`config.mk`:
```
export PLATFORM = sky130hd
export DESIGN_NAME = audio_rms_peak_meter
export DESIGN_NICKNAME = d
export VERILOG_FILES = /design/src/arpm_pkg.sv /design/src/arpm_datapath.sv /design/src/arpm_ctrl.sv /design/src/audio_rms_peak_meter.sv
export SDC_FILE = /design/constraint.sdc
export NUM_CORES = 2
export LEC_CHECK = 0
export BUFFER_PORTS_ARGS = -buffer_cell sky130_fd_sc_hd__buf_2
export CELL_PAD_IN_SITES_DETAIL_PLACEMENT = 1
export CELL_PAD_IN_SITES_GLOBAL_PLACEMENT = 2
export CORE_ASPECT_RATIO = 1.5
export CORE_UTILIZATION = 48
export CTS_BUF_LIST = sky130_fd_sc_hd__clkbuf_8
export DETAILED_ROUTE_END_ITERATION = 10
export MAX_ROUTING_LAYER = met4
export PLACE_DENSITY = 0.92
export SYNTH_ARGS = -nofsm -noshare
export SYNTH_HDL_FRONTEND = slang
export SYNTH_SLANG_ARGS = --single-unit
```
`constraint.sdc`:
```
create_clock -name clock -period 18.4 [get_ports clock]
set_clock_uncertainty 0.15 [all_clocks]
set_input_delay 3.68 -clock clock [delete_from_list [all_inputs] [get_ports clock]]
set_output_delay 3.68 -clock clock [all_outputs]
set_load 0.1 [all_outputs]
```
`src/arpm_pkg.sv`:
```
// shared types and constants of the rms and peak level meter
`default_nettype none
package arpm_pkg;
   localparam int CHANNELS_DEF  = 8;
   localparam int MAX_FRAMES_DEF = 65535;
   localparam int SAMPLE_BITS_DEF = 24;
   localparam int LEVEL_W = 24;
   localparam int SUM_W   = 62;
   localparam int COUNT_W = 16;
   localparam int FRAME_W = 64;
   localparam int DIN_W   = 48;
   localparam int DOUT_W  = 113;

   typedef enum logic [1:0] {
      REQ_SAMPLE = 2'd0,
      REQ_TAKE   = 2'd1,
      REQ_RESET  = 2'd2,
      REQ_NONE   = 2'd3
   } req_code_type;

   localparam logic KIND_SUMMARY = 1'b0;
   localparam logic KIND_PEAK    = 1'b1;

   // commands from controller to datapath
   typedef struct packed {
      logic load;       // latch request fields
      logic accum;      // add sample into its channel
      logic clear_all;  // meter reset
      logic clear_blk;  // clear block accumulators
      logic div_start;  // start divide of current channel
      logic div_step;   // one quotient bit
      logic sqrt_start; // start root of quotient
      logic sqrt_step;  // one root digit pair
      logic best_upd;   // fold root into best
      logic chan_next;  // advance channel scan
      logic finish;     // commit rms, peak, frames
      logic take;       // capture take-peak answer and clear held peak
   } arpm_cmd_type;

   // status from datapath to controller
   typedef struct packed {
      logic [1:0] req_type;
      logic       eob;
      logic       frames_zero;
      logic       chan_last;
      logic       chan_has;
   } arpm_stat_type;
endpackage
`default_nettype wire

```
`src/arpm_datapath.sv`:
```
// datapath: channel accumulators, shared divider and square root unit
`default_nettype none
module arpm_datapath #(
   parameter int CHANNELS    = arpm_pkg::CHANNELS_DEF,
   parameter int MAX_FRAMES  = arpm_pkg::MAX_FRAMES_DEF
) (
   input  wire logic                        clock,
   input  wire logic                        reset,
   input  wire logic [arpm_pkg::DIN_W-1:0]  din,
   input  wire arpm_pkg::arpm_cmd_type      cmd,
   output arpm_pkg::arpm_stat_type          stat,
   output logic [arpm_pkg::DOUT_W-1:0]      dout
);
   localparam int SAMPLE_BITS = arpm_pkg::SAMPLE_BITS_DEF;
   localparam int CH_W  = (CHANNELS > 1) ? $clog2(CHANNELS) : 1;
   localparam int MAG_W = SAMPLE_BITS;
   localparam int SQ_W  = 2 * MAG_W;
   localparam int S_W   = arpm_pkg::SUM_W;
   localparam int C_W   = arpm_pkg::COUNT_W;
   localparam int L_W   = arpm_pkg::LEVEL_W;
   localparam logic [S_W-1:0] SUM_MAX = {S_W{1'b1}};
   localparam logic [C_W-1:0] CNT_MAX = {C_W{1'b1}};
   localparam logic [16:0] MAXF = 17'(MAX_FRAMES > 65535 ? 65535 : MAX_FRAMES);

   // request fields
   logic [1:0]             rtype_ff;
   logic [2:0]             chan_ff;
   logic [SAMPLE_BITS-1:0] smp_ff;
   logic                   bad_ff, eob_ff;
   logic [15:0]            frames_ff;

   logic [S_W-1:0] sum_ff   [CHANNELS];
   logic [C_W-1:0] cnt_ff   [CHANNELS];
   logic [MAG_W-1:0] bpeak_ff, hpeak_ff;
   logic [L_W-1:0] rms_ff, best_ff;
   logic [63:0]    fcnt_ff;
   logic [CH_W-1:0] scan_ff;
   logic [arpm_pkg::DOUT_W-1:0] dout_ff;

   // shared restoring divider / square root registers
   logic [S_W-1:0] quo_ff, rem_ff, root_ff, bit_ff, val_ff;
   logic [C_W-1:0] div_ff;

   logic [SAMPLE_BITS-1:0] mag;
   logic [MAG_W-1:0]       din_mag;
   logic [SQ_W-1:0]        sq_ff;
   logic [CH_W-1:0]        ch_idx;
   logic                   ch_ok;
   logic [S_W:0]           sum_add;
   logic [S_W:0]           rem_sh;
   logic [S_W:0]           trial;

   assign mag    = smp_ff[SAMPLE_BITS-1] ? (~smp_ff + 1'b1) : smp_ff;
   assign din_mag = din[5 + SAMPLE_BITS - 1] ? (~din[5 +: SAMPLE_BITS] + 1'b1)
                                             : din[5 +: SAMPLE_BITS];
   assign ch_idx = CH_W'(chan_ff);
   assign ch_ok  = ({29'd0, chan_ff} < 32'(CHANNELS));
   assign sum_add = {1'b0, sum_ff[ch_idx]} + (S_W+1)'(sq_ff);
   assign rem_sh = {rem_ff, quo_ff[S_W-1]};
   assign trial  = {1'b0, root_ff} + {1'b0, bit_ff};

   // square of the incoming magnitude, registered before the add
   always_ff @(posedge clock) begin
      if (cmd.load)
         sq_ff <= {{MAG_W{1'b0}}, din_mag} * {{MAG_W{1'b0}}, din_mag};
   end

   always_ff @(posedge clock) begin
      if (reset || cmd.clear_all) begin
         for (int i = 0; i < CHANNELS; i++) begin
            sum_ff[i] <= '0;
            cnt_ff[i] <= '0;
         end
         bpeak_ff <= '0;
         hpeak_ff <= '0;
         rms_ff   <= '0;
         fcnt_ff  <= '0;
         scan_ff  <= '0;
         best_ff  <= '0;
      end else begin
         // accumulate one good sample
         if (cmd.accum && !bad_ff && ch_ok) begin
            if (mag > bpeak_ff)
               bpeak_ff <= mag;
            if (cnt_ff[ch_idx] != CNT_MAX) begin
               sum_ff[ch_idx] <= sum_add[S_W] ? SUM_MAX : sum_add[S_W-1:0];
               cnt_ff[ch_idx] <= cnt_ff[ch_idx] + 1'b1;
            end
         end
         if (cmd.best_upd && root_ff[L_W-1:0] > best_ff && stat.chan_has)
            best_ff <= L_W'(root_ff);
         if (cmd.chan_next)
            scan_ff <= scan_ff + 1'b1;
         // commit block results
         if (cmd.finish) begin
            rms_ff   <= best_ff;
            if (bpeak_ff > hpeak_ff)
               hpeak_ff <= bpeak_ff;
            fcnt_ff  <= fcnt_ff + 64'((frames_ff > MAXF[15:0] && MAXF < 17'd65535)
                        ? MAXF[15:0] : frames_ff);
         end
         if (cmd.take)
            hpeak_ff <= '0;
         if (cmd.clear_blk) begin
            for (int i = 0; i < CHANNELS; i++) begin
               sum_ff[i] <= '0;
               cnt_ff[i] <= '0;
            end
            bpeak_ff <= '0;
            scan_ff  <= '0;
            best_ff  <= '0;
         end
      end
   end

   // request field latch
   always_ff @(posedge clock) begin
      if (cmd.load) begin
         rtype_ff  <= din[1:0];
         chan_ff   <= din[4:2];
         smp_ff    <= din[5 +: SAMPLE_BITS];
         bad_ff    <= din[29];
         eob_ff    <= din[30];
         frames_ff <= din[31 +: 16];
      end
   end

   // divider then root, one bit per step
   always_ff @(posedge clock) begin
      if (cmd.div_start) begin
         quo_ff <= sum_ff[scan_ff];
         div_ff <= cnt_ff[scan_ff];
         rem_ff <= '0;
      end else if (cmd.div_step) begin
         if (rem_sh >= (S_W+1)'(div_ff)) begin
            rem_ff <= S_W'(rem_sh - (S_W+1)'(div_ff));
            quo_ff <= {quo_ff[S_W-2:0], 1'b1};
         end else begin
            rem_ff <= rem_sh[S_W-1:0];
            quo_ff <= {quo_ff[S_W-2:0], 1'b0};
         end
      end else if (cmd.sqrt_start) begin
         val_ff  <= quo_ff;
         root_ff <= '0;
         bit_ff  <= S_W'(1) << (S_W - 2);
      end else if (cmd.sqrt_step) begin
         if ({1'b0, val_ff} >= trial) begin
            val_ff  <= val_ff - trial[S_W-1:0];
            root_ff <= (root_ff >> 1) + bit_ff;
         end else begin
            root_ff <= root_ff >> 1;
         end
         bit_ff <= bit_ff >> 2;
      end
   end

   // result beat: kind, rms, peak, frame total from the lowest bit up
   always_ff @(posedge clock) begin
      if (cmd.finish)
         dout_ff <= {fcnt_ff + 64'((frames_ff > MAXF[15:0] && MAXF < 17'd65535)
                     ? MAXF[15:0] : frames_ff),
                     L_W'((bpeak_ff > hpeak_ff) ? bpeak_ff : hpeak_ff),
                     best_ff, arpm_pkg::KIND_SUMMARY};
      else if (cmd.take)
         dout_ff <= {fcnt_ff, L_W'(hpeak_ff), rms_ff, arpm_pkg::KIND_PEAK};
   end

   assign dout             = dout_ff;
   assign stat.req_type    = rtype_ff;
   assign stat.eob         = eob_ff;
   assign stat.frames_zero = (frames_ff == 16'd0);
   assign stat.chan_last   = ({{(32-CH_W){1'b0}}, scan_ff} == 32'(CHANNELS - 1));
   assign stat.chan_has    = (cnt_ff[scan_ff] != '0);
endmodule
`default_nettype wire

```
`src/arpm_ctrl.sv`:
```
// controller: sequences a request through accumulate, divide and root
`default_nettype none
module arpm_ctrl #(
   parameter int SUM_BITS = arpm_pkg::SUM_W
) (
   input  wire logic                    clock,
   input  wire logic                    reset,
   input  wire logic                    req_tvalid,
   output logic                         req_tready,
   output logic                         rsp_tvalid,
   input  wire logic                    rsp_tready,
   input  wire arpm_pkg::arpm_stat_type stat,
   output arpm_pkg::arpm_cmd_type       cmd
);
   typedef enum logic [3:0] {
      S_IDLE, S_DECODE, S_ACCUM, S_SCAN, S_DIV, S_SQST, S_SQRT, S_BEST,
      S_FINISH, S_CLEAR, S_SEND
   } state_type;

   localparam int STEP_W = $clog2(SUM_BITS + 1);
   state_type         state_ff;
   logic [STEP_W-1:0] step_ff;
   logic              valid_ff;

   always_comb begin
      cmd = '0;
      cmd.load = req_tvalid && req_tready;
      case (state_ff)
         S_DECODE: begin
            if (stat.req_type == arpm_pkg::REQ_RESET) cmd.clear_all = 1'b1;
            if (stat.req_type == arpm_pkg::REQ_TAKE)  cmd.take = 1'b1;
         end
         S_ACCUM:  cmd.accum = 1'b1;
         S_SCAN:   cmd.div_start = 1'b1;
         S_DIV:    cmd.div_step = 1'b1;
         S_SQST:   cmd.sqrt_start = 1'b1;
         S_SQRT:   cmd.sqrt_step = 1'b1;
         S_BEST: begin
            cmd.best_upd  = 1'b1;
            cmd.chan_next = !stat.chan_last;
         end
         S_FINISH: cmd.finish = 1'b1;
         S_CLEAR:  cmd.clear_blk = 1'b1;
         default:  ;
      endcase
   end

   assign req_tready = (state_ff == S_IDLE) && !valid_ff;
   assign rsp_tvalid = valid_ff;

   always_ff @(posedge clock) begin
      if (reset) begin
         state_ff <= S_IDLE;
         step_ff  <= '0;
         valid_ff <= 1'b0;
      end else begin
         if (valid_ff && rsp_tready)
            valid_ff <= 1'b0;
         case (state_ff)
            S_IDLE: if (req_tvalid && req_tready) state_ff <= S_DECODE;
            S_DECODE: begin
               if (stat.req_type == arpm_pkg::REQ_TAKE) begin
                  valid_ff <= 1'b1;
                  state_ff <= S_IDLE;
               end else if (stat.req_type == arpm_pkg::REQ_SAMPLE)
                  state_ff <= S_ACCUM;
               else
                  state_ff <= S_IDLE;
            end
            S_ACCUM: begin
               if (!stat.eob)             state_ff <= S_IDLE;
               else if (stat.frames_zero) state_ff <= S_CLEAR;
               else                       state_ff <= S_SCAN;
            end
            S_SCAN: begin
               step_ff  <= '0;
               state_ff <= S_DIV;
            end
            S_DIV: begin
               step_ff <= step_ff + 1'b1;
               if (step_ff == STEP_W'(SUM_BITS - 1)) state_ff <= S_SQST;
            end
            S_SQST: begin
               step_ff  <= '0;
               state_ff <= S_SQRT;
            end
            S_SQRT: begin
               step_ff <= step_ff + 1'b1;
               if (step_ff == STEP_W'(SUM_BITS / 2 - 1)) state_ff <= S_BEST;
            end
            S_BEST: state_ff <= stat.chan_last ? S_FINISH : S_SCAN;
            S_FINISH: begin
               valid_ff <= 1'b1;
               state_ff <= S_CLEAR;
            end
            S_CLEAR: state_ff <= S_IDLE;
            default: state_ff <= S_IDLE;
         endcase
      end
   end
endmodule
`default_nettype wire

```
`src/audio_rms_peak_meter.sv`:
```
// top level of the rms and peak level meter
// Usage: one beat on req_ carries a request; req_tuser selects a sample,
// a take-peak read or a meter reset and flags a bad sample, req_tlast
// closes the block. Samples accumulate a sum of squares and count per
// channel plus a block peak. A sample beat with req_tlast and nonzero
// block_frames closes the block: for each channel the sum is divided by
// the count (62 one-bit steps) and a square root taken (31 steps) in one
// shared unit, one channel after another. The take-peak answer is valid
// in the cycle after its decode.
// Results go out on rsp_ as one beat held in an output register; a stalled
// receiver holds the beat and the next request waits until it is taken.
// Reset (synchronous, active high) clears all accumulators, held peak,
// stored rms and the frame counter; no clearing pass is needed.
`default_nettype none
module audio_rms_peak_meter #(
   parameter int CHANNELS         = arpm_pkg::CHANNELS_DEF,
   parameter int MAX_BLOCK_FRAMES = arpm_pkg::MAX_FRAMES_DEF
) (
   input  wire logic         clock,
   input  wire logic         reset,
   input  wire logic         req_tvalid,
   output logic              req_tready,
   // channel[2:0], sample[26:3], block_frames[42:27], zero fill[47:43]
   input  wire logic [47:0]  req_tdata,
   // req_type[1:0], sample_bad[2]
   input  wire logic [2:0]   req_tuser,
   input  wire logic         req_tlast,
   output logic              rsp_tvalid,
   input  wire logic         rsp_tready,
   // rms_level[23:0], peak_level[47:24], frame_total[111:48]
   output logic [111:0]      rsp_tdata,
   // result_kind
   output logic              rsp_tuser
);
   arpm_pkg::arpm_cmd_type  cmd;
   arpm_pkg::arpm_stat_type stat;
   logic [arpm_pkg::DIN_W-1:0]  din;
   logic [arpm_pkg::DOUT_W-1:0] dout;

   // request fields in datapath order
   assign din = {1'b0, req_tdata[42:27], req_tlast, req_tuser[2], req_tdata[26:3],
                 req_tdata[2:0], req_tuser[1:0]};

   arpm_ctrl u_ctrl (
      .clock, .reset, .req_tvalid, .req_tready, .rsp_tvalid, .rsp_tready,
      .stat, .cmd
   );

   arpm_datapath #(
      .CHANNELS(CHANNELS), .MAX_FRAMES(MAX_BLOCK_FRAMES)
   ) u_dp (
      .clock, .reset, .din(din), .cmd, .stat, .dout
   );

   assign rsp_tuser = dout[0];
   assign rsp_tdata = dout[112:1];

   // no new request while a result beat waits
   a_no_overlap: assert property (@(posedge clock) disable iff (reset)
      rsp_tvalid |-> !req_tready) else $error("request taken with result pending");
   // result beat holds while stalled
   a_hold: assert property (@(posedge clock) disable iff (reset)
      rsp_tvalid && !rsp_tready |=> rsp_tvalid && $stable(rsp_tdata) && $stable(rsp_tuser))
      else $error("result changed under stall");
endmodule
`default_nettype wire
```
; Word-level counts from Yosys, hierarchy flattened
; Memories as Yosys holds them, arrays and structs flattened. A register that Yosys moved wholly into a read port is not among the register bits.
; Index checks and enable logic that the tools add are counted.
[totals]
register_bits = 677
ram_bits = 624
in_bits = 56
wordCells = 188
memories = 2
[classes]
add_sub_neg = 11
multipliers = 1
order_cmp = 5
eq_ne = 18
mux = 78
bitwise = 20
n_reduce_logical = 29
[mem_list]
columns = name, depth, word_bits, rd, rd_ports_with_merged_regs, wr, line
row1 = u_dp.sum_ff, 8, 62, 2, 2, 8, arpm_datapath.sv:32  ; logic [S_W-1:0] sum_ff [CHANNELS];
row2 = u_dp.cnt_ff, 8, 16, 2, 2, 8, arpm_datapath.sv:33  ; logic [C_W-1:0] cnt_ff [CHANNELS];
[ops]
columns = op, n
row1 = 2-to-1 mux 62 bit, 18
row2 = 2-to-1 mux 113 bit, 2
row3 = 2-to-1 mux 16 bit, 9
row4 = > comparator 24 bit, 3
row5 = 2-to-1 mux 24 bit, 3
row6 = adder 64 x 16 -> 64 bit, 1
row7 = adder 62 x 48 -> 63 bit, 1
row8 = adder 62 x 61 -> 63 bit, 1
row9 = >= comparator 62 x 63 -> 1 bit, 1
row10 = >= comparator 63 x 16 -> 1 bit, 1
row11 = adder 61 x 61 -> 62 bit, 1
row12 = OR reduction 62 bit, 1
row13 = subtractor 62 x 16 -> 62 bit, 1
row14 = subtractor 62 bit, 1
row15 = 2-to-1 mux 61 bit, 1
row16 = "adder 24 x 1 -> 24 bit, second input constant", 2
row17 = multiplier 24 x 24 -> 48 bit, 1
row18 = inverter 24 bit, 2
row19 = case mux 4 bit (9 select lines), 1
row20 = 2-to-1 mux 4 bit, 7
row21 = 2-to-1 mux 1 bit, 25
row22 = 2-to-1 mux 3 bit, 8
row23 = "adder 16 x 1 -> 16 bit, second input constant", 1
row24 = "== test 4 x 3 -> 1 bit, second input constant", 4
row25 = other kinds (31), 66

; Longest topological paths before layout
[logic_depth]
ltp_word = 8
ltp_mapped = 40
mapped_depth_nobuf = 37

; Cells and area by module
; Synthesis repeated with hierarchy kept, for this count alone.
[hier_totals]
hier_cells = 8616
area_unflattened_um2 = 90419.2
[modules_own_cells]
columns = module, instances, cells_each, area_each_um2
row1 = arpm_datapath, 1, 8513, 89657.2
row2 = arpm_ctrl, 1, 102, 758.2
row3 = audio_rms_peak_meter, 1, 1, 3.8

; Worst setup path after synthesis
; OpenSTA, ideal clock, no wires.
[synth_timing]
path_type = in2reg
startpoint = input port req_tdata[3]
endpoint = register u_dp.sq_ff[47] (data pin)
arrival_time_ps = 12719
setup_slack_ps = 5271
path_stages = 38
path_buffers = 4
path_cell_list = clkbuf_1 -> inv_1 -> clkbuf_1 -> ha_1 -> nand2_1 -> or4_1 -> or4_1 -> o41a_1 -> xnor2_1 -> inv_1 -> clkbuf_1 -> nand2_1 -> fa_1 -> fa_1 -> inv_1 -> fa_1 -> inv_1 -> fa_1 -> [2 not listed] -> fa_1 -> inv_1 -> fa_1 -> inv_1 -> ha_1 -> clkbuf_1 -> a21o_1 -> a21o_1 -> a21oi_1 -> o21ai_0 -> a211oi_1 -> o31ai_1 -> or3_1 -> o211ai_1 -> o21ai_0 -> a21o_1 -> a21oi_1 -> xnor2_1
[synth_between]
elab_chain_len = 4
[synth_lines]
columns = element, line
row1 = start: declaration, audio_rms_peak_meter.sv:24  ; input wire logic [47:0] req_tdata,
row2 = inverter 24 bit, arpm_datapath.sv:54  ; assign din_mag = din[5 + SAMPLE_BITS - 1] ? (~din[5 +: SAMPLE_BITS] + 1'b1)
row3 = adder 24 x 1 -> 24 bit, arpm_datapath.sv:54
row4 = 2-to-1 mux 24 bit (*), arpm_datapath.sv:54
row5 = multiplier 24 x 24 -> 48 bit (*), arpm_datapath.sv:65  ; sq_ff <= {{MAG_W{1'b0}}, din_mag} * {{MAG_W{1'b0}}, din_mag};
row6 = end signal: assignment, arpm_datapath.sv:65
row7 = end: declaration, arpm_datapath.sv:46  ; logic [SQ_W-1:0] sq_ff;
; Every way passes the cells marked *; elsewhere a longest branch is shown, timed or not.
; A chain may end at the register's enable or synchronous reset.

; Final worst setup path
; Ends and elaborated chain as after synthesis.

==> results.tsv <==
stage	metric	value	unit
clock_network	TritonCTS clock tree	done	
worst_setup_path	R2R setup slack	9.49	ns
clock_network	Worst-Skew Late Latency	0.99	ns
clock_network	post_cts resized	0	
worst_setup_path	CP Max Fanout	16	
clock_network	Worst-path clk slew	0.07	ns
grt	global route overflow	0	
yosys	Synth Warn #	0	
floorplan	die height	528.7	um
job	Max Cap Viol	0	
placement	port buffer count	165	
placement	gpl congestion	0.9111	
route	met3 WL post-DR	12.16	mm
timing	RSZ-0062 raised after global routing	false	
worst_setup_path	Setup crit start kind	input port	
final_layout	# fillers	20067	
worst_setup_path	Max stage delay cell, worst path	or4b_2	
yosys	largest cells by area after synthesis	edfxtp_1 (36%), fa_1 (9.7%), mux4_2 (7.9%)	
route	# DRC	0	
clock_network	cts bufs inserted	200	
route	Wirelength per Cell	24.06	um
timing	max-slew violations	0	
worst_setup_path	CP endpoint kind	flip-flop	
route	Post-DRT Antenna Nets	0	
final_layout	area of the multi-input gates	47930	um2
clock_network	Num Clock Sinks	1305	
clock_network	Setup Fix Bufs, Post-CTS	0	
worst_setup_path	WP data arrival	14.88	ns
yosys	asr flop ratio synth	0	
timing	crit path time final	14.34	ns
clock_network	CTS root buf	clkbuf_8	
route	final WL	265.9	mm
clock_network	H-tree depth	4	
final_layout	Nets	9405	
floorplan	Rows	193	
yosys	number of synthesized flops with an enable pin	1062	
yosys	Yosys top cell by area	edfxtp_1	
route	drt first-iter violations	4473	
yosys	Yosys top cell area share	0.3592	
route	vias per cell	5.992	
final_layout	sequential cell area	36780	um2
final_layout	synthesis-to-layout area growth	8.176	%
yosys	Seq/Total Area, Yosys	0.4140	
route	Vias	66241	
timing	fraction of the cycle the final worst path needs	0.7793	
grt	first-pass GRT wire length	411.6	mm
clock_network	hold_buf cts	0	
final_layout	Finished Layout Cells	11055	
worst_setup_path	max incr delay on CP	0.68	ns
worst_setup_path	Top cell by count, worst path	fa_1	
floorplan	die area	186700	um2
grt	pin count of the biggest net entering global routing	153	
yosys	Synth Cell Area	88780	um2
timing	# setup viols final	0	
timing	slew margin rel.	0.05834	
timing	Slew @ Worst Pin	1.409	ns
final_layout	layout cells sized above 1	0.1176	
clock_network	Max Root-Sink Buffers	4	
worst_hold_path	min-delay worst type	reg -> reg	
yosys	Cells after Synth	8400	
grt	number of global-route vias before repair	72700	
worst_setup_path	Worst EP required	18.94	ns
grt	initial antenna violation count	6	
route	uppermost layer routed	met4	
yosys	number of synthesized register bits	1305	
route	metal2 WL	143.4	mm
route	DRT Pass-1 Iters	6	
timing	Max Fclk	69.74	MHz
yosys	main flop type after synthesis	edfxtp_1	
floorplan	starting density of the core	0.4825	
timing	Fin Setup TNS	0	ns
timing	worst hold slack	0.3084	ns
placement	DP HPWL	187.2	mm
grt	Tot GR Track Use	0.2913	
yosys	syn_area_per_cell	10.57	um2
worst_setup_path	crit path kind	in -> reg	
yosys	Yosys cell types	93	
route	wire length on met1	97.96	mm
placement	placed cell count	10699	
floorplan	I/O pin count	171	
floorplan	Core Box Area	184000	um2
floorplan	Die W	353.1	um
run_status	status	finished clean	
timing	Final Hold Vio Count	0	
## cell families after synthesis
family / after synthesis / share of synthesized area
AOI/OAI and AO/OA: 1446 / 0.09933
other: 2 / 0.00008459
muxes: 507 / 0.1022
and+or+nand+nor: 2683 / 0.1325
adders and majority gates: 885 / 0.1611
xor gates and xnor gates: 420 / 0.04144
DFF: 1305 / 0.4140
buffers and inverters: 1152 / 0.04936
## critical path: cells and delay by family
kind	cells	cell delay [ns]
AO/OA/AOI/OAI	7	1.80
AND/OR/NAND/NOR	7	2.85
buffers and inverters	6	1.95
XOR/XNOR	2	0.28
adder cells (fa/ha/maj)	9	4.25
## cell type report
cell class                 count  share of cell area
sequential                  1305              0.3830
clock buffer                 222             0.03182
clock inverter               130            0.008924
antenna                        4           0.0001042
timing repair buffer         258             0.01639
inverter                     741             0.02899
tap                         2437             0.03175
multi-input combinational   5958              0.4991
## synthesized netlist by cell type, types with 25 or more instances
master and count:
nor2_1 1245, edfxtp_1 1062, nand2_1 738, inv_1 734, ha_1 455, a21oi_1 447
fa_1 430, o21ai_0 401, clkbuf_1 329, mux4_2 312, dfxtp_1 243, xnor2_1 226
xor2_1 194, a21o_1 146, nand3_1 119, mux2i_1 117, nand4_1 103, nor3_1 82
a211oi_1 81, mux2_2 78, a31oi_1 71, nor2b_1 58, and2_1 56, or3_1 55
nand2b_1 54, buf_1 51, o21a_1 48, and3_1 41, o21bai_1 40, nor4_1 32
a22o_1 29, buf_2 25, o31ai_1 25
## layer usage
layer | global-route usage | vias up
li1 | - | 29702
met1 | 0.3142 | 33794
met2 | 0.5379 | 2030
met3 | 0.02748 | 715
met4 | 0.1309 | 0
met5 | - | -
## worst paths after layout
path                                        from                             end  depth (start not counted)
hold reg to reg      u_dp.rms_ff[2]$_SDFFE_PP0P_     u_dp.rms_ff[2]$_SDFFE_PP0P_                          2
hold / removal       u_dp.rms_ff[2]$_SDFFE_PP0P_     u_dp.rms_ff[2]$_SDFFE_PP0P_                          2
setup / recovery                    req_tdata[3]        u_dp.sq_ff[47]$_DFFE_PP_                         31
setup reg to reg  u_dp.root_ff[10]$_SDFFCE_PP0P_  u_dp.root_ff[23]$_SDFFCE_PP0P_                         25
## sequential cells by signal, indices dropped and copies added, names as in the netlist, 31 cells and up, named ones only
register,cells
u_dp.root_ff,62
u_dp.val_ff,62
u_dp.fcnt_ff,64
u_dp.sq_ff,47
u_dp.rem_ff,62
u_dp.sum_ff,496
u_dp.cnt_ff,128
u_dp.bit_ff,31
u_dp.dout,113
u_dp.quo_ff,62
## stage by stage
step / cell area, um2 / setup WS [ns] / utilization
after floorplan: 88830 / 5.271 / -
after global placement: 92110 / 3.395 / 0.5006
after detailed placement: 92110 / 3.213 / 0.5006
after CTS: 96030 / 4.206 / 0.5219
after global routing: 96040 / 3.780 / 0.5219
final: 96040 / 4.061 / 0.5219
## layout by cell type, fill, tap and decap left out, types with 39 or more instances in the layout
cell and n:
o21a_1 47, and2_1 55, and3_1 40, dfxtp_1 237
a211oi_1 81, mux2_2 78, a21o_1 146, nor2b_1 58
nand3_1 117, nor2_1 1244, fa_1 430, or3_1 55
nand4_1 103, buf_4 89, nand2b_1 52, inv_1 790
a31oi_1 69, o21ai_0 401, clkbuf_8 222, nor3_1 81
xor2_1 192, o21bai_1 39, a21oi_1 446, mux4_2 312
ha_1 455, nand2_1 727, xnor2_1 222, edfxtp_1 1062
mux2i_1 117, buf_2 165
Power is left out: the tool's default activity adds up to more than one toggle a clock period on the data nets, which glitch-free logic cannot reach.
